File: config.mk
export PLATFORM = sky130hd
export DESIGN_NAME = neighbor_table_aging_random_pick
export DESIGN_NICKNAME = d
export VERILOG_FILES = /design/src/rtl/ntarp_pkg.sv /design/src/rtl/neighbor_table_aging_random_pick.sv /design/src/rtl/ntarp_table.sv /design/src/rtl/ntarp_mod.sv
export VERILOG_INCLUDE_DIRS = /design/src /design/src/rtl
export SDC_FILE = /design/constraint.sdc
export NUM_CORES = 1
export LEC_CHECK = 0
export BUFFER_PORTS_ARGS = -buffer_cell sky130_fd_sc_hd__buf_2
export CAP_MARGIN = 25
export CORE_MARGIN = 2
export CORE_UTILIZATION = 40
export DETAILED_ROUTE_END_ITERATION = 7
export HOLD_SLACK_MARGIN = 0.15
export MAX_ROUTING_LAYER = met4
export PLACE_DENSITY = 0.56
export SETUP_SLACK_MARGIN = 0.05
export SYNTH_ARGS = -nofsm -noshare
export SYNTH_HDL_FRONTEND = slang
export SYNTH_SLANG_ARGS = --single-unit
File: constraint.sdc
create_clock -name clk -period 9.15 [get_ports clk]
set_input_delay 1.83 -clock clk [delete_from_list [all_inputs] [get_ports clk]]
set_output_delay 1.83 -clock clk [all_outputs]
set_load 0.02 [all_outputs]
File: src/rtl/assert_macros.svh
// Assertion macros used by the top RTL module; they compile away under synthesis.
`ifndef ASSERT_MACROS_SVH
`define ASSERT_MACROS_SVH
`ifndef SYNTHESIS
`define NTARP_ASSERT_IMP(label, clk, rst_n, ante, cons) \
    label: assert property (@(posedge clk) disable iff (!rst_n) (ante) |-> (cons)) \
        else $error("ntarp: same-cycle check failed");
`define NTARP_ASSERT_NXT(label, clk, rst_n, ante, cons) \
    label: assert property (@(posedge clk) disable iff (!rst_n) (ante) |=> (cons)) \
        else $error("ntarp: next-cycle check failed");
`else
`define NTARP_ASSERT_IMP(label, clk, rst_n, ante, cons)
`define NTARP_ASSERT_NXT(label, clk, rst_n, ante, cons)
`endif
`endif

File: src/rtl/ntarp_pkg.sv
// Shared types, codes and sizes of the neighbor table with aging.
package ntarp_pkg;

    localparam int TABLE_DEPTH = 16;
    localparam int IDX_W       = $clog2(TABLE_DEPTH);
    localparam int CNT_W       = $clog2(TABLE_DEPTH + 1);
    localparam int ADDR_W      = 16;
    localparam int TIMER_W     = 16;
    localparam int RND_W       = 16;
    localparam int BIT_W       = $clog2(RND_W);
    localparam int EC_W        = 5;

    // Request opcodes.
    localparam logic [1:0] OP_ANNOUNCE = 2'd0;
    localparam logic [1:0] OP_FORWARD  = 2'd1;
    localparam logic [1:0] OP_TICK     = 2'd2;

    // Response status codes.
    localparam logic [2:0] ST_REFRESHED = 3'd0;
    localparam logic [2:0] ST_ADDED     = 3'd1;
    localparam logic [2:0] ST_FULL      = 3'd2;
    localparam logic [2:0] ST_FORWARDED = 3'd3;
    localparam logic [2:0] ST_NONE      = 3'd4;
    localparam logic [2:0] ST_TICK      = 3'd5;

    typedef struct packed {
        logic [1:0]        op;
        logic [ADDR_W-1:0] neighbor_addr;
        logic [RND_W-1:0]  random_value;
    } req_t;

    typedef struct packed {
        logic [2:0]        status;
        logic [ADDR_W-1:0] next_hop;
        logic [EC_W-1:0]   entry_count;
        logic [EC_W-1:0]   expired_count;
    } rsp_t;

    // Table write port.
    typedef struct packed {
        logic               en;
        logic [IDX_W-1:0]   idx;
        logic [ADDR_W-1:0]  addr;
        logic [TIMER_W-1:0] timer;
    } tbl_wr_t;

    // Table read data.
    typedef struct packed {
        logic [ADDR_W-1:0]  addr;
        logic [TIMER_W-1:0] timer;
    } tbl_rd_t;

    // Modulo unit command and status.
    typedef struct packed {
        logic             start;
        logic [RND_W-1:0] dividend;
        logic [CNT_W-1:0] divisor;
    } mod_req_t;

    typedef struct packed {
        logic             done;
        logic [CNT_W-1:0] remainder;
    } mod_rsp_t;

endpackage

File: src/rtl/neighbor_table_aging_random_pick.sv
// Announce walks the table one entry per cycle until it hits the address or the end.
// Tick walks every entry. Forward runs the bit-serial modulo, table read, pick and
// response, or goes straight to its response on an empty table, as unused opcodes do.
// One request at a time: the next request is taken the cycle after the response is loaded,
// and a response that is not taken holds the block in its final state.
// Reset (rst_n, asynchronous, active low) empties the table and sets timeout to 7680.
module neighbor_table_aging_random_pick (
    input  logic                            clk,
    input  logic                            rst_n,
    input  logic                            cfg_wr_en,
    input  logic [ntarp_pkg::TIMER_W-1:0]   cfg_wr_data,
    input  logic                            req_valid,
    output logic                            req_ready,
    input  ntarp_pkg::req_t                 req,
    output logic                            rsp_valid,
    input  logic                            rsp_ready,
    output ntarp_pkg::rsp_t                 rsp
);

`include "assert_macros.svh"

    typedef enum logic [2:0] {
        S_IDLE,
        S_FIND,
        S_DIV,
        S_PICK,
        S_AGE,
        S_DONE
    } state_t;

    state_t                          state_reg;
    ntarp_pkg::req_t                 item_reg;
    logic [ntarp_pkg::TIMER_W-1:0]   timeout_reg;
    logic [ntarp_pkg::CNT_W-1:0]     count_reg;
    logic [ntarp_pkg::CNT_W-1:0]     scan_reg;
    logic [ntarp_pkg::CNT_W-1:0]     keep_reg;
    logic [ntarp_pkg::CNT_W-1:0]     exp_reg;
    logic [2:0]                      res_status_reg;
    logic [ntarp_pkg::ADDR_W-1:0]    res_hop_reg;
    logic [ntarp_pkg::CNT_W-1:0]     res_exp_reg;
    logic                            rsp_valid_reg;
    ntarp_pkg::rsp_t                 rsp_reg;

    ntarp_pkg::tbl_wr_t              tbl_wr;
    ntarp_pkg::tbl_rd_t              tbl_rd;
    logic [ntarp_pkg::IDX_W-1:0]     rd_idx;
    ntarp_pkg::mod_req_t             mod_req;
    ntarp_pkg::mod_rsp_t             mod_rsp;
    logic                            accept;
    logic [ntarp_pkg::CNT_W-1:0]     scan_inc;
    logic                            scan_end;
    logic                            hit;
    logic                            has_room;
    logic                            expiring;
    logic                            count_over;
    logic                            fwd_rsp;
    logic                            exp_rsp;
    logic                            walk_start;

    ntarp_table u_table (
        .clk    (clk),
        .wr     (tbl_wr),
        .rd_idx (rd_idx),
        .rd     (tbl_rd)
    );

    ntarp_mod u_mod (
        .clk   (clk),
        .rst_n (rst_n),
        .req   (mod_req),
        .rsp   (mod_rsp)
    );

    assign req_ready = (state_reg == S_IDLE);
    assign accept    = req_valid && req_ready;
    assign rsp_valid = rsp_valid_reg;
    assign rsp       = rsp_reg;

    // Scan status shared by lookup and aging; read data belongs to scan_reg.
    assign scan_inc = scan_reg + 1'b1;
    assign scan_end = (scan_reg == count_reg);
    assign hit      = !scan_end && (tbl_rd.addr == item_reg.neighbor_addr);
    assign has_room = (count_reg < ntarp_pkg::CNT_W'(ntarp_pkg::TABLE_DEPTH));
    assign expiring = (tbl_rd.timer <= ntarp_pkg::TIMER_W'(1));

    // The modulo unit starts on a forward request to a non-empty table.
    always_comb
    begin
        mod_req.start    = accept && (req.op == ntarp_pkg::OP_FORWARD) && (count_reg != '0);
        mod_req.dividend = req.random_value;
        mod_req.divisor  = count_reg;
    end

    // Read index: the picked position while forwarding, the next scan position while
    // walking, and the first entry otherwise so that a new walk finds it ready.
    always_comb
    begin
        unique case (state_reg)
            S_DIV:
            begin
                rd_idx = mod_rsp.remainder[ntarp_pkg::IDX_W-1:0];
            end
            S_FIND, S_AGE:
            begin
                rd_idx = scan_inc[ntarp_pkg::IDX_W-1:0];
            end
            default:
            begin
                rd_idx = '0;
            end
        endcase
    end

    // Table writes: refresh, append, and compaction of surviving entries.
    always_comb
    begin
        tbl_wr.en    = 1'b0;
        tbl_wr.idx   = scan_reg[ntarp_pkg::IDX_W-1:0];
        tbl_wr.addr  = item_reg.neighbor_addr;
        tbl_wr.timer = timeout_reg;
        unique case (state_reg)
            S_FIND:
            begin
                if (hit)
                begin
                    tbl_wr.en = 1'b1;
                end
                else if (scan_end && has_room)
                begin
                    tbl_wr.en  = 1'b1;
                    tbl_wr.idx = count_reg[ntarp_pkg::IDX_W-1:0];
                end
            end
            S_AGE:
            begin
                if (!scan_end && !expiring)
                begin
                    tbl_wr.en    = 1'b1;
                    tbl_wr.idx   = keep_reg[ntarp_pkg::IDX_W-1:0];
                    tbl_wr.addr  = tbl_rd.addr;
                    tbl_wr.timer = tbl_rd.timer - ntarp_pkg::TIMER_W'(1);
                end
            end
            default:
            begin
                tbl_wr.en = 1'b0;
            end
        endcase
    end

    // Configuration register.
    always_ff @(posedge clk or negedge rst_n)
    begin
        if (!rst_n)
        begin
            timeout_reg <= ntarp_pkg::TIMER_W'(7680);
        end
        else if (cfg_wr_en)
        begin
            timeout_reg <= cfg_wr_data;
        end
    end

    // Sequencer with its counters and the response register.
    always_ff @(posedge clk or negedge rst_n)
    begin
        if (!rst_n)
        begin
            state_reg      <= S_IDLE;
            count_reg      <= '0;
            scan_reg       <= '0;
            keep_reg       <= '0;
            exp_reg        <= '0;
            res_status_reg <= ntarp_pkg::ST_TICK;
            res_hop_reg    <= '0;
            res_exp_reg    <= '0;
            rsp_valid_reg  <= 1'b0;
            rsp_reg        <= '0;
            item_reg       <= '0;
        end
        else
        begin
            // A taken response clears the valid flag unless a new one is loaded.
            if (rsp_valid_reg && rsp_ready && (state_reg != S_DONE))
            begin
                rsp_valid_reg <= 1'b0;
            end
            unique case (state_reg)
                S_IDLE:
                begin
                    if (accept)
                    begin
                        item_reg    <= req;
                        scan_reg    <= '0;
                        keep_reg    <= '0;
                        exp_reg     <= '0;
                        res_hop_reg <= '0;
                        res_exp_reg <= '0;
                        unique case (req.op)
                            ntarp_pkg::OP_ANNOUNCE:
                            begin
                                state_reg <= S_FIND;
                            end
                            ntarp_pkg::OP_FORWARD:
                            begin
                                if (count_reg == '0)
                                begin
                                    res_status_reg <= ntarp_pkg::ST_NONE;
                                    state_reg      <= S_DONE;
                                end
                                else
                                begin
                                    state_reg <= S_DIV;
                                end
                            end
                            ntarp_pkg::OP_TICK:
                            begin
                                state_reg <= S_AGE;
                            end
                            default:
                            begin
                                res_status_reg <= ntarp_pkg::ST_TICK;
                                state_reg      <= S_DONE;
                            end
                        endcase
                    end
                end
                S_FIND:
                begin
                    if (hit)
                    begin
                        res_status_reg <= ntarp_pkg::ST_REFRESHED;
                        state_reg      <= S_DONE;
                    end
                    else if (scan_end)
                    begin
                        if (has_room)
                        begin
                            count_reg      <= count_reg + 1'b1;
                            res_status_reg <= ntarp_pkg::ST_ADDED;
                        end
                        else
                        begin
                            res_status_reg <= ntarp_pkg::ST_FULL;
                        end
                        state_reg <= S_DONE;
                    end
                    else
                    begin
                        scan_reg <= scan_inc;
                    end
                end
                S_DIV:
                begin
                    if (mod_rsp.done)
                    begin
                        state_reg <= S_PICK;
                    end
                end
                S_PICK:
                begin
                    res_hop_reg    <= tbl_rd.addr;
                    res_status_reg <= ntarp_pkg::ST_FORWARDED;
                    state_reg      <= S_DONE;
                end
                S_AGE:
                begin
                    if (scan_end)
                    begin
                        count_reg      <= keep_reg;
                        res_exp_reg    <= exp_reg;
                        res_status_reg <= ntarp_pkg::ST_TICK;
                        state_reg      <= S_DONE;
                    end
                    else
                    begin
                        scan_reg <= scan_inc;
                        if (expiring)
                        begin
                            exp_reg <= exp_reg + 1'b1;
                        end
                        else
                        begin
                            keep_reg <= keep_reg + 1'b1;
                        end
                    end
                end
                S_DONE:
                begin
                    if (!rsp_valid_reg || rsp_ready)
                    begin
                        rsp_reg.status        <= res_status_reg;
                        rsp_reg.next_hop      <= res_hop_reg;
                        rsp_reg.entry_count   <= ntarp_pkg::EC_W'(count_reg);
                        rsp_reg.expired_count <= ntarp_pkg::EC_W'(res_exp_reg);
                        rsp_valid_reg         <= 1'b1;
                        state_reg             <= S_IDLE;
                    end
                end
                default:
                begin
                    state_reg <= S_IDLE;
                end
            endcase
        end
    end

    // Conditions watched by the checks below.
    assign count_over = (count_reg > ntarp_pkg::CNT_W'(ntarp_pkg::TABLE_DEPTH));
    assign fwd_rsp    = rsp_valid && (rsp.status == ntarp_pkg::ST_FORWARDED);
    assign exp_rsp    = rsp_valid && (rsp.expired_count != '0);
    assign walk_start = accept
                        && ((req.op == ntarp_pkg::OP_FORWARD && count_reg != '0)
                            || req.op == ntarp_pkg::OP_ANNOUNCE
                            || req.op == ntarp_pkg::OP_TICK);

    // The table never holds more entries than its depth.
    `NTARP_ASSERT_IMP(a_count_bound, clk, rst_n, 1'b1, !count_over)
    // A forward response always reports a non-empty table.
    `NTARP_ASSERT_IMP(a_fwd_nonempty, clk, rst_n, fwd_rsp, rsp.entry_count != '0)
    // Only a tick reports expired entries.
    `NTARP_ASSERT_IMP(a_exp_tick_only, clk, rst_n, exp_rsp, rsp.status == ntarp_pkg::ST_TICK)
    // A request that starts a table walk or a modulo keeps the block busy next cycle.
    `NTARP_ASSERT_NXT(a_busy_after_accept, clk, rst_n, walk_start, !req_ready)

endmodule

File: src/rtl/ntarp_table.sv
// Entry storage: neighbor addresses and age timers, one write and one registered read port.
module ntarp_table (
    input  logic                         clk,
    input  ntarp_pkg::tbl_wr_t           wr,
    input  logic [ntarp_pkg::IDX_W-1:0]  rd_idx,
    output ntarp_pkg::tbl_rd_t           rd
);

    logic [ntarp_pkg::ADDR_W-1:0]  addr_mem  [ntarp_pkg::TABLE_DEPTH];
    logic [ntarp_pkg::TIMER_W-1:0] timer_mem [ntarp_pkg::TABLE_DEPTH];

    // Single write port; contents are undefined until written.
    always_ff @(posedge clk)
    begin
        if (wr.en)
        begin
            addr_mem[wr.idx]  <= wr.addr;
            timer_mem[wr.idx] <= wr.timer;
        end
    end

    // Registered read port: data for an index appears the cycle after it is presented.
    always_ff @(posedge clk)
    begin
        rd.addr  <= addr_mem[rd_idx];
        rd.timer <= timer_mem[rd_idx];
    end

endmodule

File: src/rtl/ntarp_mod.sv
// Bit-serial restoring modulo unit: one dividend bit per cycle.
module ntarp_mod (
    input  logic                clk,
    input  logic                rst_n,
    input  ntarp_pkg::mod_req_t req,
    output ntarp_pkg::mod_rsp_t rsp
);

    logic                          busy_reg;
    logic                          done_reg;
    logic [ntarp_pkg::BIT_W-1:0]   bit_reg;
    logic [ntarp_pkg::RND_W-1:0]   dvd_reg;
    logic [ntarp_pkg::CNT_W-1:0]   dvs_reg;
    logic [ntarp_pkg::CNT_W-1:0]   rem_reg;
    logic [ntarp_pkg::CNT_W:0]     part;
    logic [ntarp_pkg::CNT_W-1:0]   rem_next;

    // Shift in the next dividend bit and subtract the divisor when it fits.
    always_comb
    begin
        part = {rem_reg, dvd_reg[ntarp_pkg::RND_W-1]};
        if (part >= {1'b0, dvs_reg})
        begin
            rem_next = ntarp_pkg::CNT_W'(part - {1'b0, dvs_reg});
        end
        else
        begin
            rem_next = part[ntarp_pkg::CNT_W-1:0];
        end
    end

    // Control: start loads the operands, the last bit raises done for a cycle.
    always_ff @(posedge clk or negedge rst_n)
    begin
        if (!rst_n)
        begin
            busy_reg <= 1'b0;
            done_reg <= 1'b0;
            bit_reg  <= '0;
        end
        else
        begin
            done_reg <= 1'b0;
            if (req.start)
            begin
                busy_reg <= 1'b1;
                bit_reg  <= ntarp_pkg::BIT_W'(ntarp_pkg::RND_W - 1);
            end
            else if (busy_reg)
            begin
                bit_reg <= bit_reg - 1'b1;
                if (bit_reg == '0)
                begin
                    busy_reg <= 1'b0;
                    done_reg <= 1'b1;
                end
            end
        end
    end

    // Datapath registers.
    always_ff @(posedge clk)
    begin
        if (req.start)
        begin
            dvd_reg <= req.dividend;
            dvs_reg <= req.divisor;
            rem_reg <= '0;
        end
        else if (busy_reg)
        begin
            dvd_reg <= {dvd_reg[ntarp_pkg::RND_W-2:0], 1'b0};
            rem_reg <= rem_next;
        end
    end

    assign rsp.done      = done_reg;
    assign rsp.remainder = rem_reg;

endmodule

# After elaboration in Yosys (flattened, before gate mapping)
# Memories as Yosys holds them, arrays and structs flattened. A register that Yosys moved wholly into a read port is not among the register bits.
# Index checks and enable logic that the tools add are counted.
word_totals:
  register_bits: 141
  mem_bits_rw: 512
  output_inout_bits: 31
  word_cells: 150
  mem_count: 2
memory_table:
  columns: ["name", "depth", "width", "read_ports", "rd_clocked_by_memory_dff", "write_ports", "line", "source"]
  rows:
  - ["u_table.addr_mem", 16, 16, 1, 1, 1, "ntarp_table.sv:9", "logic [ntarp_pkg::ADDR_W-1:0] addr_mem [ntarp_pkg::TABLE_DEPTH];"]
  - ["u_table.timer_mem", 16, 16, 1, 1, 1, "ntarp_table.sv:10", "logic [ntarp_pkg::TIMER_W-1:0] timer_mem [ntarp_pkg::TABLE_DEPTH];"]
classes:
  add_sub_neg: 7
  order_cmp: 3
  n_eq_ne: 23
  mux: 59
  reduce_logical: 35
ops:
  columns: ["operator", "n"]
  rows:
  - ["2-to-1 mux 5 bit", 14]
  - ["2-to-1 mux 16 bit", 3]
  - ["one-hot mux 5 bit (2 select lines)", 4]
  - ["2-to-1 mux 37 bit", 1]
  - ["2-to-1 mux 3 bit", 11]
  - ["2-to-1 mux 32 bit", 1]
  - ["one-hot mux 16 bit (2 select lines)", 1]
  - ["adder 5 x 1 -> 5 bit, second input constant", 4]
  - ["!= test 2 bit, second input constant", 9]
  - ["one-hot mux 3 bit (6 select lines)", 1]
  - ["== test 16 bit", 1]
  - ["less-or-equal comparator 16 x 1 -> 1 bit, second input constant", 1]
  - ["one-hot mux 4 bit (2 select lines)", 2]
  - ["subtractor 16 x 1 -> 16 bit, second input constant", 1]
  - ["one-hot mux 5 bit (3 select lines)", 1]
  - ["2-to-1 mux 1 bit", 12]
  - ["2-to-1 mux 4 bit", 3]
  - ["one-hot mux 3 bit (4 select lines)", 1]
  - ["one-hot mux 3 bit (3 select lines)", 1]
  - ["AND reduction 3 bit", 3]
  - ["logical AND 1 bit", 8]
  - ["AND reduction 4 bit", 2]
  - ["nonzero test 2 bit", 4]
  - ["== test 3 x 2 -> 1 bit, second input constant", 2]
  - ["other kinds (28)", 36]

# Depth between registers and ports, before layout
# Gate-level depths: netlist of the first run.
logic_depth:
  depth_word: 7
  ltp_mapped: 11

# Cells and area by module
# From an unflattened synthesis of the first run, not the netlist that was laid out.
hier_totals:
  cells_unflattened: 1530
  area_unflattened_um2: 27372.5
modules_own_cells:
  columns: ["mod", "n_inst", "cells_per_inst", "area_each_um2", "seq_area_each_um2"]
  rows:
  - ["ntarp_table", 1, 838, 19835.3, 16015.4]
  - ["neighbor_table_aging_random_pick", 1, 575, 5982.0, 2735.1]
  - ["ntarp_mod", 1, 117, 1555.2, 880.8]

# Worst setup path after synthesis of the first run
# No wires, ideal clock.
synth_path:
  path_kind: "register to register"
  start: "register count_reg[0] in the netlist's numbering"
  end: "memory u_table.addr_mem[4][0] in the netlist's numbering (enable)"
  setup_time_ps: 461
  arrival_time_ps: 4148
  required_time_ps: 8689
  path_slack_ps: 4540
  path_stages_with_launch: 9
  synth_period_minus_slack_ps: 4610
  path_cell_list: "dfrtp_1 clkbuf_1 xor2_1 nor4_4 nand2_2 and2_4 buf_6 o31a_1 nor3_1"
synth_via:
  elab_chain_cells: 7
synth_rtl:
  columns: ["item", "line", "source"]
  rows:
  - ["from (decl)", "neighbor_table_aging_random_pick.sv:34", "logic [ntarp_pkg::CNT_W-1:0] count_reg;"]
  - ["from (signal assigned)", "neighbor_table_aging_random_pick.sv:239", "count_reg <= count_reg + 1'b1;"]
  - ["from (signal assigned)", "neighbor_table_aging_random_pick.sv:270", "count_reg <= keep_reg;"]
  - ["less-than comparator 5 bit or == test 5 bit (tied branches)", "neighbor_table_aging_random_pick.sv:83, neighbor_table_aging_random_pick.sv:81", null]
  - ["logical AND 1 bit or logical NOT 1 bit (tied branches)", "neighbor_table_aging_random_pick.sv:128, neighbor_table_aging_random_pick.sv:82, neighbor_table_aging_random_pick.sv:136", null]
  - ["2-to-1 mux 5 bit, or another cell as far along", "neighbor_table_aging_random_pick.sv:128", "else if (scan_end && has_room)"]
  - ["2-to-1 mux 1 bit or 2-to-1 mux 37 bit (tied branches)", "neighbor_table_aging_random_pick.sv:124, neighbor_table_aging_random_pick.sv:136", null]
  - ["one-hot mux 1 bit (2 select lines)", "neighbor_table_aging_random_pick.sv:121", "unique case (state_reg)"]
  - ["2-to-1 mux 1 bit", "ntarp_table.sv:15", "if (wr.en)"]
  - ["2-to-1 mux 1 bit (implied by the code)", "ntarp_table.sv:17", "addr_mem[wr.idx] <= wr.addr;"]
  - ["to (decl)", "ntarp_table.sv:9", null]
# Parallel ways exist; a longest one is shown, timed or not.

# Final worst setup path of the first run
layout_path:
  start: "register state_reg[0]"
  end: "memory u_table.timer_mem[1][8] in the netlist's numbering (enable)"
layout_via:
  elab_chain_cells: 4
layout_rtl:
  columns: ["item", "line", "source"]
  rows:
  - ["from (decl)", "neighbor_table_aging_random_pick.sv:31", "state_t state_reg;"]
  - ["from (signal assigned)", "neighbor_table_aging_random_pick.sv:169", "state_reg <= S_IDLE;"]
  - ["from (signal assigned)", "neighbor_table_aging_random_pick.sv:202", "state_reg <= S_FIND;"]
  - ["from (signal assigned)", "neighbor_table_aging_random_pick.sv:209", "state_reg <= S_DONE;"]
  - ["== test 3 bit or == test 3 x 1 -> 1 bit (tied branches)", "neighbor_table_aging_random_pick.sv:121", null]
  - ["one-hot mux 1 bit (2 select lines)", "neighbor_table_aging_random_pick.sv:121", null]
  - ["2-to-1 mux 1 bit", "ntarp_table.sv:15", null]
  - ["2-to-1 mux 1 bit (implied by the code)", "ntarp_table.sv:18", "timer_mem[wr.idx] <= wr.timer;"]
  - ["to (decl)", "ntarp_table.sv:10", null]
# Parallel ways exist; a longest one is shown, timed or not.

==> key figures, run 1 <==
Logic synthesis
  • Distinct cells, synth: 75
  • Post-synth EDFFs: 533
  • Yosys top cell area share: 56.4%
  • Cells after Synth: 1981
  • Ys async rst share: 16.8%
  • Top FF cell, synth: edfxtp_1
  • Sequential-to-total area share from yosys stat: 69.2%
  • Syn Nets: 2050
  • Post-Syn Area: 28400 um2
  • Most area-consuming cells after synthesis: edfxtp_1, dfrtp_1, mux2i_1
  • Mapped Avg Cell Area: 14.3 um2
  • Seq cells post-synth: 685
  • Post-synth top cells: edfxtp_1, nand2_1, mux2i_1, dfrtp_1, a211oi_1
  • Most frequent cell after synthesis: edfxtp_1
  • Syn. warnings: 0
  • Top cell type by total area after synthesis: edfxtp_1

Placed design
  • IO buf count: 85
  • Placed Area: 29900 um2
  • GPL Wtd Cong: 0.837
  • DP Wirelength: 39.0 mm

Finish
  • Layout cells sized above 1: 17.3%
  • Final design area excluding fillers: 32300 um2
  • Fill cell count: 6194
  • Final nets: 2156
  • Registers with the most flip-flops: u_table.addr_mem (256), u_table.timer_mem (256), u_table.rd (32)
  • Diode count: 0
  • Synthesis-to-finish area growth: 13.9%

Clock tree
  • Clk sinks: 685
  • CTS tree: yes
  • CTS resizes: 0
  • Clock buffer depth: 3
  • Setup bufs post-CTS: 0
  • Clk_lat worst skew: 0.63 ns
  • TritonCTS buffer count: 75
  • Clock transition at path regs: 0.06 ns
  • H-tree levels: 3
  • Clk root buf: clkbuf_16
  • Hold-fix buffers at CTS: 0

Detailed routing
  • Vias per cell: 5.36
  • Post-route antenna net violation count: 0
  • Wire per inst: 21.9 um
  • Total Wirelength: 67.7 mm
  • Residual DRC count: 0
  • 1st-iter DRT viols: 1475
  • Initial DRT Pass Iterations: 5
  • Routed via count: 16542

Power
  • Worst vdd ir: 0.000347 V
  • Pwr Total: 0.0112 W
  • Sw frac: 34.9%
  • Int Pwr: 0.00728 W
  • Sequential group share of total power: 40.4%
  • Power density over the cells: 346 nW/um2
  • Pleak: 11.9 nW
  • Combinational Power Share: 33.6%
  • Switching power total: 0.00391 W
  • Clock network fraction of design power: 26.0%

Critical path
  • Crit-path slowest cell: a31oi_2
  • Max incr delay on CP: 0.81 ns
  • CP Data Arrival Time: 4.76 ns
  • Worst path cell trace: nor2_1, nand2_1, a31oi_2, and2_4, a21oi_1, nor3_2, buf_4
  • Type of origin of the critical path: flip-flop
  • Crit-path max FO: 29
  • Worst EP required: 9.39 ns
  • Setup CP Type: reg2reg
  • CP Capture Type: flip-flop

Timing
  • Slew Viols, Final: 0
  • Final Hold Viols: 0
  • Max_slew headroom: 17.5%
  • Total Neg Setup Slack: 0 ns
  • Final cycle utilization of the critical path: 49.4%
  • Clock Skew: 0.0296 ns
  • Unrepaired setup endpoints after global routing: no
  • Final setup fails: 0
  • Final worst path period need: 4.52 ns
  • Slew at the pin closest to its max-slew limit: 1.24 ns
  • Worst hold slack: 0.477 ns
  • Peak Freq: 221 MHz

Global routing
  • GR Overflow Total: 0
  • GRT Total Usage: 19.0%
  • Vias in the first global route: 16506
  • Initial antenna violation count: 0
  • First-pass GRT wire length: 103 mm
  • Largest net degree at the start of global routing: 193

Floorplan
  • Die Ht: 270 um
  • Top Ports: 86
  • Starting Density: 40.5%
  • Die area: 73100 um2
  • CORE AREA: 70100 um2
  • Floorplan row count: 97
  • Horiz. Die Dim: 270 um

Outcome
  • Outcome: completed

Hold path
  • Hold Crit Class: reg2reg

Run
  • Max-Cap Viols: 0
worst max-delay path, delay by kind of cell (launching register included):
family,cells,cell delay [ns]
simple gates,4,1.82
compound gates,2,1.07
flops,1,0.63
buf+inv,1,0.59
cell families after synthesis:
logic type      Yosys count  synth area share, %
compound gates          273                 6.77
xor+xnor                 46                 1.42
fa+ha+maj                14                0.644
buf+inv                 140                 2.53
flops                   685                 69.2
mux                     291                 10.6
simple gates            532                 8.85
power groups by stage:
stage,clock (W),combinational [W],sequential (W)
4_1_cts,0.00298,0.00376,0.00452
3_3_place_gp,0,0.00366,0.00457
3_5_place_dp,0,0.00374,0.00458
5_1_grt,0.00311,0.00411,0.00457
6_report,0.00291,0.00376,0.00452
2_1_floorplan,0,0.00280,0.00447
cell type report:
cell class	instances	area, um2	area share (%)
Timing Repair Buffer	144	898	2.78
Sequential cell	685	19600	60.7
Clock inverter	28	295	0.913
Clock buffer	109	2090	6.45
Inverter	25	93.8	0.290
Multi-Input combinational cell	1156	8150	25.2
Tap cell	940	1180	3.64
path summary, 6_finish.rpt:
check	slack, ns	cells after the start	endpoint	startpoint
max in group asynchronous	6.48	2	item_reg[30]	rst_n
setup / recovery	4.63	7	u_table.timer_mem[1][8]	state_reg[0]
hold reg to reg	0.48	2	u_mod.rem_reg[4]	u_mod.rem_reg[4]
hold / removal	0.48	2	u_mod.rem_reg[4]	u_mod.rem_reg[4]
setup reg to reg	4.63	7	u_table.timer_mem[1][8]	state_reg[0]
min in group asynchronous	1.36	1	scan_reg[1]	rst_n
metal layers:
layer	vias up	part of all wire [%]	global-route usage, %
met3	122	4.6	2.72
met5	-	0	-
met4	0	2.6	6.50
met1	8400	46	25.8
met2	387	46	29.4
li1	7633	-	-
cell usage in the layout, fill, tap and decap left out, types with 4 or more instances in the layout:
master,netlist,final
nand2_1,294,293
o21ai_0,49,47
a221o_1,16,16
clkbuf_1,45,28
clkinv_1,0,7
clkbuf_8,0,4
inv_1,25,25
xor2_1,27,27
mux2i_1,214,214
dfxtp_1,37,37
nor4_1,5,5
a31oi_1,43,43
clkbuf_16,0,77
clkinv_8,0,4
dfstp_2,6,6
buf_4,7,55
ha_1,13,13
o32ai_1,16,16
nand3_1,35,35
nand4_1,5,5
a21o_1,4,4
nand2b_1,12,12
a21oi_1,23,23
buf_2,43,86
bufinv_16,0,4
mux2_2,77,77
a211oi_1,82,81
edfxtp_1,533,533
nor2b_1,70,68
nor3b_1,4,4
a22oi_1,7,7
nor3_1,48,32
clkinv_2,0,7
nor2_1,27,26
o221ai_1,6,6
nor3_2,0,16
xnor2_1,19,19
dfrtp_1,109,109
through the flow:
stage	cells	setup slack, ns	util [%]
detailed placement	2948	4.68	42.6
global route	3087	4.31	46.1
CTS	3085	4.67	46.0
floorplan	1981	4.54	-
finish	3087	4.63	46.1
global placement	2940	4.85	42.6
No activity file was read; power rests on OpenSTA's default activity.
==> inputs of run 2 (changes only) <==
--- a/config.mk
+++ b/config.mk
@@ -13,7 +13,7 @@
 export DETAILED_ROUTE_END_ITERATION = 7
 export HOLD_SLACK_MARGIN = 0.15
 export MAX_ROUTING_LAYER = met4
-export PLACE_DENSITY = 0.56
+export PLACE_DENSITY = 0.58
 export SETUP_SLACK_MARGIN = 0.05
 export SYNTH_ARGS = -nofsm -noshare
 export SYNTH_HDL_FRONTEND = slang
==> constraint.sdc (replaced) <==
create_clock -name clk -period 3.7 [get_ports clk]
set_input_delay 0.74 -clock clk [delete_from_list [all_inputs] [get_ports clk]]
set_output_delay 0.74 -clock clk [all_outputs]
set_load 0.02 [all_outputs]
==> key figures, run 2 (same netlist as run 1, synthesis figures left out) <==
Critical path
  • Setup CP Type: reg2reg
  • CP Data Arrival Time: 3.52 ns (-1.24 ns)
  • Crit-path max FO: 32 (+10%)
  • Type of origin of the critical path: flip-flop
  • CP Capture Type: flip-flop
  • Worst EP required: 3.92 ns (-5.47 ns)

Timing
  • Slew at the pin closest to its max-slew limit: 1.14 ns (-0.0974 ns)
  • Final cycle utilization of the critical path: 89.1% (+40 points)
  • Unrepaired setup endpoints after global routing: no
  • Max_slew headroom: 23.7% (+6.1 points)
  • Clock Skew: 0.0331 ns (+0.00353 ns)
  • Worst Setup Slack, final: 0.404 ns (-4.22 ns)
  • Final worst path period need: 3.30 ns (-1.23 ns)
  • Worst hold slack: 0.178 ns (-0.299 ns)
  • Final setup fails: 0 (unchanged)
  • Slew Viols, Final: 0 (unchanged)
  • Peak Freq: 303 MHz (+37%)
  • Final Hold Viols: 0 (unchanged)

Placed design
  • Placed Area: 30500 um2 (+1.9%)
  • Placed cells: 2996 (+1.6%)
  • IO buf count: 85 (unchanged)
  • GPL Wtd Cong: 0.867 (+3.6%)
  • DP Wirelength: 45.1 mm (+16%)
  • DP Worst Slack: 0.203 ns (-4.48 ns)

Detailed routing
  • Total Wirelength: 68.5 mm (+1.1%)
  • Vias per cell: 5.33 (-0.49%)
  • Initial DRT Pass Iterations: 5 (unchanged)
  • Residual DRC count: 0 (unchanged)
  • Routed via count: 16717 (+1.1%)
  • Wire per inst: 21.8 um (-0.47%)
  • 1st-iter DRT viols: 1625 (+10%)
  • Post-route antenna net violation count: 0 (unchanged)

Power
  • Power density over the cells: 886 nW/um2 (+160%)
  • Worst vdd ir: 0.000520 V (+50%)
  • Pleak: 12.3 nW (+3.5%)
  • Pwr Total: 0.0292 W (+160%)

Clock tree
  • Clock buffer depth: 3 (unchanged)
  • TritonCTS buffer count: 72 (-4.0%)
  • Clk root buf: clkbuf_16
  • H-tree levels: 3 (unchanged)
  • Clk_lat worst skew: 0.62 ns (about the same)
  • Clk sinks: 685 (unchanged)
  • CTS tree: yes
  • Clock transition at path regs: 0.06 ns (about the same)
  • Hold-fix buffers at CTS: 0 (unchanged)

Global routing
  • First-pass GRT wire length: 103 mm (+0.43%)
  • Largest net degree at the start of global routing: 70 (-64%)
  • GR Overflow Total: 0 (unchanged)
  • Vias in the first global route: 16579 (+0.44%)
  • GRT Total Usage: 19.1% (+0.043 points)
  • Initial antenna violation count: 2 (+2)

Floorplan
  • Starting Density: 40.5% (unchanged)
  • Die area: 73100 um2 (unchanged)
  • Horiz. Die Dim: 270 um (unchanged)
  • Top Ports: 86 (unchanged)
  • CORE AREA: 70100 um2 (unchanged)
  • Floorplan row count: 97 (unchanged)
  • Die Ht: 270 um (unchanged)

Finish
  • Area of the multi-input gates: 8230 um2 (+0.92%)
  • Fill cell count: 6157 (-0.60%)
  • Most frequent cells in the layout: edfxtp_1, nand2_1, mux2i_1, dfrtp_1, buf_4
  • Final nets: 2204 (+2.2%)
  • Final design area excluding fillers: 32900 um2 (+1.8%)
  • Register area: 19600 um2 (unchanged)
  • Most common cell after layout, fill and taps aside: edfxtp_1
  • Synthesis-to-finish area growth: 16.0%
  • Layout cells sized above 1: 19.2% (+1.9 points)
  • Finished Layout Cells: 3135 (+1.6%)
  • Registers with the most flip-flops: u_table.addr_mem (256), u_table.timer_mem (256), u_table.rd (32)

Run
  • Max-Cap Viols: 0 (unchanged)

Outcome
  • Outcome: completed

Hold path
  • Hold Crit Class: in2async
==> run 2: cell count changes in the layout (fill, tap and decap cells not counted), moves of 4 or more <==
cell      delta
nor3_2      -12
clkbuf_1    -12
clkinv_1     +9
buf_4       +43
nor3_4      +12
clkinv_8     -4
buf_12      +11
==> run 2: path summary, 6_finish.rpt <==
kind                           startpoint  depth (start not counted)  slack (ns)                       to
setup reg to reg              scan_reg[2]                          8        0.40  u_table.addr_mem[4][12]
max in group asynchronous           rst_n                          2        2.69                  rsp[17]
min in group clk                  req[20]                          3        0.35             item_reg[20]
hold / removal                      rst_n                          1        0.18              scan_reg[2]
hold reg to reg            u_table.rd[28]                          2        0.45          res_hop_reg[12]
setup / recovery              scan_reg[2]                          8        0.40  u_table.addr_mem[4][12]
==> run 2: critical path, cell delays in order, from the launching register on <==
cell	delay [ns]
dfrtp_1	0.52
xor2_1	0.23
nor4_4	0.46
nand2_2	0.16
and2_4	0.21
buf_4	0.24
o31a_1	0.40
nor3_2	0.19
buf_4	0.47
==> run 2: routing by layer <==
layer  vias to the layer above  wire, um  GRT usage [%]  part of all wire, %
met5                         -         0              -                    0
met4                         0      1070           4.68                  1.6
met3                        85      3460           2.76                  5.0
met2                       410     32100           29.1                   47
met1                      8493     31800           27.0                   47
li1                       7729         -              -                    -
==> run 2: power by group <==
group	internal, W	switching, W
sequential	0.0103	0.000699
clock	0.00422	0.00293
combinational	0.00390	0.00710
==> run 2: layout make-up <==
| type | count | area share, % |
|---|---|---|
| timing repair buffer | 195 | 4.33 |
| sequential | 685 | 59.7 |
| antenna | 1 | 0.00760 |
| clock buffer | 98 | 6.32 |
| tap | 940 | 3.57 |
| multi-input combinational | 1156 | 25.0 |
| clock inverter | 35 | 0.836 |
| inverter | 25 | 0.285 |
==> run 2: per-stage QoR <==
stage | utilization (%) | TNS, ns
after floorplan | - | -113.92
after global placement | 43.5 | 0
after detailed placement | 43.5 | 0
after CTS | 46.8 | 0
after global routing | 46.9 | 0
final | 46.9 | 0
==> run 2: what timing repair did <==
item | in CTS | in global routing
setup buffers | 0 | 1
setup endpoints to repair | 0 | 16
gates resized for setup | 0 | 0
==> inputs of run 3 (changes only) <==
--- a/config.mk
+++ b/config.mk
@@ -13,7 +13,7 @@
 export DETAILED_ROUTE_END_ITERATION = 7
 export HOLD_SLACK_MARGIN = 0.15
 export MAX_ROUTING_LAYER = met4
-export PLACE_DENSITY = 0.58
+export PLACE_DENSITY = 0.56
 export SETUP_SLACK_MARGIN = 0.05
 export SYNTH_ARGS = -nofsm -noshare
 export SYNTH_HDL_FRONTEND = slang
==> constraint.sdc (replaced) <==
create_clock -name clk -period 3.3 [get_ports clk]
set_input_delay 0.66 -clock clk [delete_from_list [all_inputs] [get_ports clk]]
set_output_delay 0.66 -clock clk [all_outputs]
set_load 0.02 [all_outputs]
==> key figures, run 3 (same netlist as run 1, synthesis figures left out) <==
Run
  • Max-Cap Viols: 0 (unchanged)

Critical path
  • R2R Path Start: state_reg[0]
  • Crit Reg-Reg Endpoint: u_table.rd[23]
  • Worst EP required: 3.85 ns (-0.07 ns)
  • Reg2Reg Depth: 9 (+1)
  • R2R Setup Slk: 0.25 ns (-0.15 ns)
  • Type of origin of the critical path: flip-flop
  • Setup CP Type: reg2reg
  • Crit-path max FO: 22 (-31%)
  • CP Capture Type: flip-flop
  • CP Data Arrival Time: 3.60 ns (+0.08 ns)

Clock tree
  • TritonCTS buffer count: 72 (unchanged)
  • Clk root buf: clkbuf_16
  • Clock transition at path regs: 0.06 ns (about the same)
  • CTS tree: yes
  • Clk sinks: 685 (unchanged)
  • Clk_lat worst skew: 0.62 ns (about the same)
  • Clock buffer depth: 3 (unchanged)
  • H-tree levels: 3 (unchanged)

Detailed routing
  • Routed via count: 16608 (-0.65%)
  • Residual DRC count: 0 (unchanged)
  • Vias per cell: 5.24 (-1.8%)
  • 1st-iter DRT viols: 1379 (-15%)
  • Initial DRT Pass Iterations: 5 (unchanged)
  • Wire per inst: 21.5 um (-1.7%)
  • Post-route antenna net violation count: 0 (unchanged)
  • Total Wirelength: 68.1 mm (-0.58%)

Hold path
  • Hold Path Stages: 3
  • Hold Crit Class: in2reg
  • Hold wc startpoint: req[18]
  • Worst Hold Path EP: item_reg[18]

Timing
  • Worst hold slack: 0.241 ns (+0.0636 ns)
  • Max_slew headroom: 35.6% (+12 points)
  • Total Neg Setup Slack: 0 ns (unchanged)
  • Slew at the pin closest to its max-slew limit: 0.962 ns (-0.178 ns)
  • Final cycle utilization of the critical path: 92.4% (+3.3 points)
  • Final worst path period need: 3.05 ns (-0.246 ns)
  • Clock Skew: 0.0198 ns (-0.0133 ns)
  • Final setup fails: 0 (unchanged)
  • Final Hold Viols: 0 (unchanged)
  • Slew Viols, Final: 0 (unchanged)
  • Peak Freq: 328 MHz (+8.1%)
  • Unrepaired setup endpoints after global routing: no

Outcome
  • Outcome: completed

Finish
  • Layout cells sized above 1: 21.1% (+1.9 points)
  • Area of the multi-input gates: 8270 um2 (+0.50%)
  • Most frequent cells in the layout: edfxtp_1, nand2_1, mux2i_1, buf_4, dfrtp_1
  • Fill cell count: 6085 (-1.2%)
  • Final design area excluding fillers: 33700 um2 (+2.4%)
  • Most common cell after layout, fill and taps aside: edfxtp_1
  • Diode count: 0 (-1)
  • Final nets: 2244 (+1.8%)
  • Register area: 19600 um2 (unchanged)
  • Registers with the most flip-flops: u_table.addr_mem (256), u_table.timer_mem (256), u_table.rd (32)
  • Synthesis-to-finish area growth: 18.8%

Floorplan
  • Floorplan row count: 97 (unchanged)
  • Horiz. Die Dim: 270 um (unchanged)
  • Die Ht: 270 um (unchanged)
  • CORE AREA: 70100 um2 (unchanged)
  • Starting Density: 40.5% (unchanged)
  • Die area: 73100 um2 (unchanged)
  • Top Ports: 86 (unchanged)

Power
  • Pleak: 12.6 nW (+3.1%)
  • Pwr Total: 0.0331 W (+14%)
  • Worst vdd ir: 0.000624 V (+20%)
  • Power density over the cells: 983 nW/um2 (+11%)

Global routing
  • GR Overflow Total: 0 (unchanged)
  • GRT Total Usage: 19.2% (+0.15 points)
  • First-pass GRT wire length: 104 mm (+0.77%)
  • Vias in the first global route: 16601 (+0.13%)
  • Largest net degree at the start of global routing: 68 (-2.9%)
  • Initial antenna violation count: 0 (-2)

Placed design
  • IO buf count: 85 (unchanged)
  • Placed Area: 31100 um2 (+2.0%)
  • GPL Wtd Cong: 0.839 (-3.3%)
  • DP Wirelength: 44.4 mm (-1.7%)
## run 3: how the worst max path moves through the flow
stage	from	to	slack, ns	cells after the start
floorplan	count_reg[0]	u_table.addr_mem[4][0]	-0.36	8
detailed placement	u_table.rd[10]	u_table.timer_mem[11][9]	0.12	8
global route	count_reg[2]	u_table.timer_mem[0][7]	0.03	7
global placement	u_table.rd[10]	u_table.timer_mem[11][8]	0.12	8
CTS	u_table.rd[10]	u_table.timer_mem[11][12]	0.10	8
finish	state_reg[0]	u_table.rd[23]	0.25	9
## run 3: layer usage
metal / up-vias / global-route usage, % / wire length (um)
li1: 7811 / - / -
met1: 8347 / 26.6 / 31700
met2: 376 / 29.9 / 32100
met3: 74 / 2.76 / 3180
met4: 0 / 5.07 / 1110
met5: - / - / 0
## run 3: layout make-up
type                       count  share of cell area (%)
sequential                   685                    58.2
timing repair buffer         235                    6.09
tap                          940                    3.49
clock inverter                39                    1.53
inverter                      25                   0.278
clock buffer                  91                    5.83
multi-input combinational   1156                    24.5
## run 3: through the flow
stage	setup slack [ns]	utilization (%)	instances
floorplan	-0.356	-	1981
global placement	0.117	44.3	3034
global route	0.0297	48.0	3171
finish	0.250	48.0	3171
detailed placement	0.123	44.3	3034
CTS	0.104	47.9	3164
## run 3: timing repair
| action | CTS | global route |
|---|---|---|
| hold buffers | 0 | 1 |
| setup endpoints to repair | 0 | 144 |
| endpoints found under the hold margin | 0 | 59 |
| gates resized for setup | 0 | 3 |
| buffers inserted | 0 | 5 |
## run 3: where the power goes
part           switching, W  internal [W]
Clock               0.00332       0.00511
Sequential         0.000796        0.0115
Combinational       0.00763       0.00473
Total                0.0117        0.0214
## run 3: critical path, stage by stage, from the launching register on
cell      delay (ns)
dfrtp_1         0.36
buf_4           0.20
nor3b_2         0.54
nand2_1         0.20
o21ai_4         0.31
buf_12          0.28
mux2i_1         0.31
mux2i_1         0.19
a211oi_1        0.38
buf_4           0.17
